`src/rtl/assert_macros.svh`:
```
// ---------------------------------------------------------------------------
// Assertion macros
// Concurrent assertion wrappers shared by the RTL; empty under synthesis.
// ---------------------------------------------------------------------------
`ifndef ASSERT_MACROS_SVH
`define ASSERT_MACROS_SVH
`ifndef SYNTHESIS
// checked outside reset
`define ASSERT_DIS(label, clk, rst_n, prop) \
    label: assert property (@(posedge clk) disable iff (!rst_n) (prop)) \
        else $error("assertion failed");
// checked on every edge, reset included
`define ASSERT_ALW(label, clk, prop) \
    label: assert property (@(posedge clk) (prop)) \
        else $error("assertion failed");
`else
`define ASSERT_DIS(label, clk, rst_n, prop)
`define ASSERT_ALW(label, clk, prop)
`endif
`endif

```
`src/rtl/pfde_pkg.sv`:
```
// ---------------------------------------------------------------------------
// pfde_pkg
// Shared sizes, operation codes, states and control structs of the engine.
// ---------------------------------------------------------------------------
package pfde_pkg;

    // screen and store geometry
    localparam int SCREEN_WIDTH  = 128;
    localparam int SCREEN_HEIGHT = 64;
    localparam int PIX_PER_BYTE  = 8;
    localparam int PAGE_COUNT    = (SCREEN_HEIGHT + PIX_PER_BYTE - 1) / PIX_PER_BYTE;
    localparam int STORE_SIZE    = SCREEN_WIDTH * PAGE_COUNT;
    localparam int ADDR_W        = $clog2(STORE_SIZE);

    // working coordinate width: covers -257 .. 763
    localparam int COORD_W = 11;

    typedef enum logic [2:0] {
        OP_PIXEL   = 3'd0,
        OP_HRUN    = 3'd1,
        OP_VRUN    = 3'd2,
        OP_RECT    = 3'd3,
        OP_FILL    = 3'd4,
        OP_PATTERN = 3'd5,
        OP_READ    = 3'd6
    } t_op;

    typedef enum logic [3:0] {
        S_CLEAR,
        S_IDLE,
        S_SEG_INIT,
        S_PIX_RD,
        S_PIX_WR,
        S_SWEEP,
        S_RD_ADDR,
        S_RD_DATA,
        S_DONE
    } t_state;

    // controller to datapath
    typedef struct packed {
        logic load;
        logic seg_init;
        logic seg_next;
        logic pix_rd;
        logic pix_wr;
        logic step;
        logic sweep_wr;
        logic rd_issue;
        logic rd_capture;
    } t_dp_cmd;

    // datapath to controller
    typedef struct packed {
        logic run_done;
        logic on_screen;
        logic more_segs;
        logic sweep_last;
    } t_dp_sts;

endpackage

```
`src/rtl/pfde_ctrl.sv`:
```
// ---------------------------------------------------------------------------
// pfde_ctrl
// Controller: sequences clearing, segments, pixel read-modify-write,
// pattern sweep and read-back, and issues the result strobe.
// ---------------------------------------------------------------------------
`include "assert_macros.svh"

module pfde_ctrl (
    input  logic              i_clk,
    input  logic              i_rst_n,
    input  logic              start,
    output logic              busy,
    input  logic [2:0]        i_operation,
    output pfde_pkg::t_dp_cmd o_cmd,
    input  pfde_pkg::t_dp_sts i_sts,
    output logic              o_res_valid,
    output logic              o_done_res
);

    import pfde_pkg::*;

    t_state r_state, n_state;

    // state register
    always_ff @(posedge i_clk) begin
        if (!i_rst_n) begin
            r_state <= S_CLEAR;
        end else begin
            r_state <= n_state;
        end
    end

    // next state and datapath commands
    always_comb begin
        n_state = r_state;
        o_cmd   = '0;
        unique case (r_state)
            S_CLEAR: begin
                o_cmd.sweep_wr = 1'b1;
                if (i_sts.sweep_last) begin
                    n_state = S_IDLE;
                end
            end
            S_IDLE: begin
                if (start) begin
                    o_cmd.load = 1'b1;
                    unique case (i_operation)
                        OP_PIXEL, OP_HRUN, OP_VRUN, OP_RECT, OP_FILL: begin
                            n_state = S_SEG_INIT;
                        end
                        OP_PATTERN: n_state = S_SWEEP;
                        OP_READ:    n_state = S_RD_ADDR;
                        default:    n_state = S_DONE;
                    endcase
                end
            end
            S_SEG_INIT: begin
                o_cmd.seg_init = 1'b1;
                n_state        = S_PIX_RD;
            end
            S_PIX_RD: begin
                priority if (i_sts.run_done) begin
                    if (i_sts.more_segs) begin
                        o_cmd.seg_next = 1'b1;
                        n_state        = S_SEG_INIT;
                    end else begin
                        n_state = S_DONE;
                    end
                end else if (i_sts.on_screen) begin
                    o_cmd.pix_rd = 1'b1;
                    n_state      = S_PIX_WR;
                end else begin
                    // clipped pixel: skip it
                    o_cmd.step = 1'b1;
                end
            end
            S_PIX_WR: begin
                o_cmd.pix_wr = 1'b1;
                o_cmd.step   = 1'b1;
                n_state      = S_PIX_RD;
            end
            S_SWEEP: begin
                o_cmd.sweep_wr = 1'b1;
                if (i_sts.sweep_last) begin
                    n_state = S_DONE;
                end
            end
            S_RD_ADDR: begin
                o_cmd.rd_issue = 1'b1;
                n_state        = S_RD_DATA;
            end
            S_RD_DATA: begin
                o_cmd.rd_capture = 1'b1;
                n_state          = S_DONE;
            end
            S_DONE: begin
                n_state = S_IDLE;
            end
            default: begin
                n_state = S_CLEAR;
            end
        endcase
    end

    assign busy        = (r_state != S_IDLE);
    assign o_res_valid = (r_state == S_DONE);
    assign o_done_res  = (r_state == S_DONE);

    // checks
    `ASSERT_ALW(a_busy_after_reset, i_clk, !i_rst_n |=> busy)
    `ASSERT_DIS(a_accept_goes_busy, i_clk, i_rst_n, (start && !busy) |=> busy)
    `ASSERT_DIS(a_strobe_single, i_clk, i_rst_n, o_res_valid |=> !o_res_valid)
    `ASSERT_DIS(a_write_on_screen, i_clk, i_rst_n, o_cmd.pix_wr |-> i_sts.on_screen)
    `ASSERT_DIS(a_sweep_alone, i_clk, i_rst_n, o_cmd.sweep_wr |-> !o_cmd.pix_wr)

endmodule
```
`config.mk`:
```
export PLATFORM = sky130hd
export DESIGN_NAME = pfde_ctrl
export DESIGN_NICKNAME = d
export VERILOG_FILES = /design/src/rtl/pfde_pkg.sv /design/src/rtl/pfde_ctrl.sv
export VERILOG_INCLUDE_DIRS = /design/src /design/src/rtl
export SDC_FILE = /design/constraint.sdc
export NUM_CORES = 1
export LEC_CHECK = 0
export ABC_AREA = 1
export BUFFER_PORTS_ARGS = -buffer_cell sky130_fd_sc_hd__buf_2
export CORE_AREA = 2 2 39 41
export DETAILED_ROUTE_END_ITERATION = 6
export DIE_AREA = 0 0 41 43
export GPL_ROUTABILITY_DRIVEN = 0
export PLACE_DENSITY = 0.64
export SYNTH_ARGS = -nofsm -noshare
export SYNTH_HDL_FRONTEND = slang
export SYNTH_SLANG_ARGS = --single-unit
```
`constraint.sdc`:
```
create_clock -name i_clk -period 1.8 [get_ports i_clk]
set_input_delay 0.18 -clock i_clk [delete_from_list [all_inputs] [get_ports i_clk]]
set_output_delay 0.18 -clock i_clk [all_outputs]
set_load 0.05 [all_outputs]
```
==> results_dict.tcl, run 1 <==
set metrics [dict create \
    clkPwrFrac_pct 10.3 \
    grt_pass1_wl_um 1750 \
    cts_buffers 3 \
    track_usage_pct 14.2 \
    die_width_um 41 \
    switchingPower_mw 0.665 \
    layout.filler_cells 171 \
    regToRegStartpoint "r_state[3]" \
    worst_ir_drop_vdd_mv 0.783 \
    multi_input_area_um2 294 \
    registers.top_by_ff_count "r_state" \
    tritoncts_num_sinks 4 \
    io_pins 22 \
    setup_viol 0 \
    power.density_mw_per_mm2 1830 \
    h-tree-depth 1 \
    layout.nets 112 \
    synth_seq_cells 4 \
    power.share.sequential_pct 16.6 \
    mappedNetlistNets 87 \
    grt_antenna_before_repair 0 \
    cts_repair_resize_count 0 \
    register_area_um2 80.1 \
    via_per_inst 4.53 \
    post-cts-setup-buffer-count 0 \
    worst-setup-path-type "flop to output pin" \
    yosysMostFrequentCell "nand2_1" \
    internal_power_mw 0.400 \
    grt_max_degree 7 \
    finalHoldViolCount 0 \
    crit_chain "nand2_2 -> nor2_2 -> nand2_1 -> nor2_1 -> buf_2" \
    drtAntennaViolNets 0 \
    finalClockSkew_ns 0.00392 \
    crit_start "r_state[1]" \
    power_leakage_nw 0.369 \
    number_of_hold_buffers_added_after_cts 0 \
    dp_hpwl_um 976 \
    clk_root_buffer_cell "clkbuf_4" \
    final_min_period_over_clock_period_pct 87.3 \
    worstHoldPathType "input port to flop" \
    netlist.top_cell.by_area "dfxtp_1" \
    min_delay_path_depth 3 \
    maxSlewViolCount 0 \
    critPathSlowestCell "dfxtp_1" \
    max_reg_flops 4 \
    numPortBuffers 21 \
    reg_to_reg_end "r_state[2]" \
    die_height_um 43 \
    critPathLaunchType "flop" \
    power.share.combinational_pct 73.2 \
    drcViolationCount 0 \
    synth_cell_type_count 17 \
    dr.pass1.iters 4 \
    clk_pin_slew_ns 0.04 \
    worst_r2r_path_depth 9 \
    holdPathEnd "r_state[1]" \
    wire_per_inst_um 9.47 \
    syn_to_final_growth_pct 32.5 \
    cp.required_ns 1.62 \
    synth_seq_area_share_pct 18.2 \
    rsz0062_at_grt "false" \
    ys_async_sr_fraction_pct 0 \
    dominantRegCellSynth "dfxtp_1" \
    final_antenna_diode_count 0 \
    timing.critical_path.arrival_ns 1.39 \
    slack_of_the_worst_reg_to_reg_path_ns 0.56 \
    synthTopCellsByArea "dfxtp_1 18%, nand2_1 14%, inv_1 12%, nor2_1 11%, nand2_2 8.5%" \
    sw_frac_of_total_pct 62.4 \
    place_area_um2 559 \
    synth_top_cell_area_share_pct 18.2 \
    ys_top_cells_by_count "16 x nand2_1, 14 x inv_1, 13 x nor2_1, 7 x nand3_1, 6 x nand2_2" \
    longest_individual_stage_delay_on_the_worst_path_ns 0.45 \
    cp-end-kind "output pin" \
    synthesis.instances 77 \
    max-slew-margin-rel_pct 83.4 \
    run_status "finished clean" \
    reg_top3 "r_state: 4 flops" \
    synth-edff-count 0 \
    tightestPinTransition_ns 0.248 \
    total_power_mw 1.07 \
    via_count_of_the_first_global_routing_pass 483 \
    detailroute.via_count 525 \
    post_synth_instance_area_um2 439 \
    std_cell_core_area_mm2 0.00138 \
    cts_tree "built" \
    final.hold.worst_slack_ns 0.199 \
    fp-row-count 14 \
    share_of_cells_above_drive_strength_1_pct 40.0 \
    finalWirelength_um 1100 \
    holdCritStartpoint "i_rst_n" \
    layout.cell_area.non_filler_um2 582 \
    initial_drc_count 16 \
    period_minus_slack_ns 1.57 \
    clk_latency_worst_skew_pair_ns 0.23 \
    cts-root-to-sink-buffers 2 \
    max_cap_viol_count 0 \
    initial_core_util_pct 31.7 \
    yosysWarningCount 0 \
    critPathMaxFanout 6 \
    achievable-frequency_ghz 0.637 \
    fin_setup_tns_ns 0 \
    post_synth.cell_area_avg_um2 5.70 \
    grt-ovfl-total 0 \
    dieArea_mm2 0.00176 \
]
==> power by group through the flow <==
stage / clock network [mW] / logic [mW] / registers [mW]
after floorplan: 0 / 0.634 / 0.169
after global placement: 0 / 0.781 / 0.176
after detailed placement: 0 / 0.782 / 0.177
after CTS: 0.114 / 0.785 / 0.176
after global routing: 0.127 / 0.842 / 0.183
final: 0.109 / 0.779 / 0.177
==> cells in the final DEF (no fill, tap or decap), drive strengths merged, types with 2 or more instances in the layout <==
cell / instances
nand2: 22
buf: 21
nor2: 17
inv: 16
nand3: 8
dfxtp: 4
clkbuf: 3
nor3: 2
o211ai: 2
a21oi: 2
==> per-layer routing <==
layer | track usage [%] | routed length (µm) | vias up
met4 | 6.00 | 19 | 0
met2 | 25.9 | 564 | 15
met5 | 0 | 0 | -
met3 | 1.57 | 54 | 2
li1 | - | - | 287
met1 | 15.1 | 460 | 221
==> worst max-delay path: cells and delay by family, from the launching register on <==
family	cells	cell delay [ns]
buffers and inverters	1	0.27
and+or+nand+nor	4	0.44
DFF	1	0.45
==> kinds of logic after synthesis <==
logic type	share of synthesized area [%]
compound gates	8.55
simple gates	57.8
flops	18.2
buf+inv	15.4
==> area by class of cell <==
type | instances | share of cell area, %
clock buffer | 3 | 3.87
inverter | 16 | 10.3
multi-input combinational | 56 | 50.5
tap | 16 | 3.44
timing repair buffer | 21 | 18.1
sequential | 4 | 13.8
==> how the worst max path moves through the flow <==
| stage | end | depth (start not counted) |
|---|---|---|
| after global placement | o_cmd[5] | 6 |
| after CTS | o_cmd[5] | 5 |
| after detailed placement | o_cmd[5] | 5 |
| final | o_cmd[5] | 5 |
| after global routing | o_cmd[5] | 5 |
| after floorplan | o_cmd[7] | 2 |
==> per-stage QoR <==
stage,instances,setup slack (ns),utilization [%]
2_1_floorplan,77,0.0106,-
3_3_place_gp,113,0.504,40.4
3_5_place_dp,113,0.466,40.4
4_1_cts,116,0.210,42.0
5_1_grt,116,0.113,42.0
6_report,116,0.229,42.0
Note: power is estimated with default switching activity, not from simulation.
==> run 2: changes to the inputs <==
--- a/config.mk
+++ b/config.mk
@@ -12,7 +12,6 @@
 export DETAILED_ROUTE_END_ITERATION = 6
 export DIE_AREA = 0 0 41 43
 export GPL_ROUTABILITY_DRIVEN = 0
-export PLACE_DENSITY = 0.64
 export SYNTH_ARGS = -nofsm -noshare
 export SYNTH_HDL_FRONTEND = slang
 export SYNTH_SLANG_ARGS = --single-unit
==> run 2 against run 1 <==
Clock skew is essentially flat. Combinational power down 0.8%. Core utilization did not move. Non-clock buffer count is the same. Cell count unchanged. Cell area unchanged. Critical path depth unchanged. Largest power group unchanged.
==> results_dict.tcl, run 2 (synthesis results as in run 1) <==
set metrics [dict create \
    layout.filler_cells 181 \
    io_pins 22 \
    achievable-frequency_ghz 0.640 \
    fp-row-count 14 \
    grt-ovfl-total 0 \
    tightestPinTransition_ns 0.262 \
    max_cap_viol_count 0 \
    max_reg_flops 4 \
    worst-setup-path-type "flop to output pin" \
    dr.pass1.iters 4 \
    setup_viol 0 \
    period_minus_slack_ns 1.56 \
    initial_drc_count 3 \
    number_of_hold_buffers_added_after_cts 0 \
    cp.required_ns 1.62 \
    critPathMaxFanout 6 \
    finalHoldViolCount 0 \
    timing.critical_path.arrival_ns 1.38 \
    grt_max_degree 7 \
    tritoncts_num_sinks 4 \
    register_area_um2 80.1 \
    place_worst_setup_slack_ns 0.472 \
    multi_input_area_um2 294 \
    power.density_mw_per_mm2 1820 \
    max-slew-margin-rel_pct 82.5 \
    fin_setup_tns_ns 0 \
    drcViolationCount 0 \
    cp-end-kind "output pin" \
    layout.cell_area.non_filler_um2 582 \
    holdPathEnd "r_state[1]" \
    cts_tree "built" \
    slack_of_the_worst_reg_to_reg_path_ns 0.53 \
    detailroute.via_count 523 \
    reg_top3 "r_state: 4 flops" \
    h-tree-depth 1 \
    finalClockSkew_ns 0.00434 \
    registers.top_by_ff_count "r_state" \
    final.hold.worst_slack_ns 0.194 \
    power_leakage_nw 0.369 \
    layout.nets 112 \
    run_status "finished clean" \
    total_power_mw 1.06 \
    cts-root-to-sink-buffers 2 \
    place_area_um2 559 \
    holdCritStartpoint "i_rst_n" \
    numPlacedInstances 113 \
    die_width_um 41 \
    critPathLaunchType "flop" \
    utilization_pct 42.0 \
    clk_pin_slew_ns 0.04 \
    cts_buffers 3 \
    numPortBuffers 21 \
    post-cts-setup-buffer-count 0 \
    rsz0062_at_grt "false" \
    worst_ir_drop_vdd_mv 0.760 \
    grt_antenna_before_repair 0 \
    reg_to_reg_end "r_state[2]" \
    min_delay_path_depth 3 \
    worst_r2r_path_depth 9 \
    dieArea_mm2 0.00176 \
    share_of_cells_above_drive_strength_1_pct 40.0 \
    final-instance-count-excl-fill 116 \
    grt_pass1_wl_um 1850 \
    track_usage_pct 15.3 \
    layout_common_cells "21 x buf_2, 16 x nand2_1, 14 x inv_1" \
    final_min_period_over_clock_period_pct 86.8 \
    cts_repair_resize_count 0 \
    mostFrequentLayoutCell "buf_2" \
    finalWirelength_um 1040 \
    std_cell_core_area_mm2 0.00138 \
    final_antenna_diode_count 0 \
    initial_core_util_pct 31.7 \
    worstHoldPathType "input port to flop" \
    maxSlewViolCount 0 \
    wire_per_inst_um 8.97 \
    die_height_um 43 \
    setup_ws_ns 0.238 \
    via_per_inst 4.51 \
    regToRegStartpoint "r_state[3]" \
    dp_hpwl_um 943 \
    drtAntennaViolNets 0 \
    clk_latency_worst_skew_pair_ns 0.23 \
    via_count_of_the_first_global_routing_pass 467 \
    clk_root_buffer_cell "clkbuf_4" \
    syn_to_final_growth_pct 32.5 \
]
## run 2: cell counts in the layout (fill, tap and decap cells not counted)
Identical to the previous run, type by type.
## run 2: worst max-delay path by stage
stage                     from        to  slack, ns  depth (start not counted)
floorplan           r_state[1]  o_cmd[7]       0.01                          2
global placement    r_state[3]  o_cmd[5]       0.49                          6
detailed placement  r_state[3]  o_cmd[5]       0.47                          6
CTS                 r_state[3]  o_cmd[5]       0.21                          6
global route        r_state[3]  o_cmd[5]        0.1                          6
finish              r_state[1]  o_cmd[5]       0.24                          5
## run 2: layout make-up
type / instances / share of cell area (%)
Clock buffer: 3 / 3.87
Timing Repair Buffer: 21 / 18.1
Inverter: 16 / 10.3
Multi-Input combinational cell: 56 / 50.5
Tap cell: 16 / 3.44
Sequential cell: 4 / 13.8
## run 2: layer usage
metal / track usage, % / up-vias / wire (µm)
li1: - / 285 / -
met1: 18.0 / 223 / 462
met2: 26.3 / 13 / 513
met3: 1.57 / 2 / 47
met4: 6.00 / 0 / 19
met5: 0 / - / 0
## run 2: where the power goes
group	switching (mW)	leakage [nW]	internal, mW
Sequential	0.0533	0.0330	0.122
Clock	0.0344	0.0138	0.0744
Combinational	0.569	0.322	0.205
## run 2: worst max-delay path, stage by stage (launching register included)
cell and delay [ns]:
dfxtp_1 0.45, nand2_2 0.10, nor2_2 0.15, nand2_1 0.09, nor2_1 0.09, buf_2 0.26
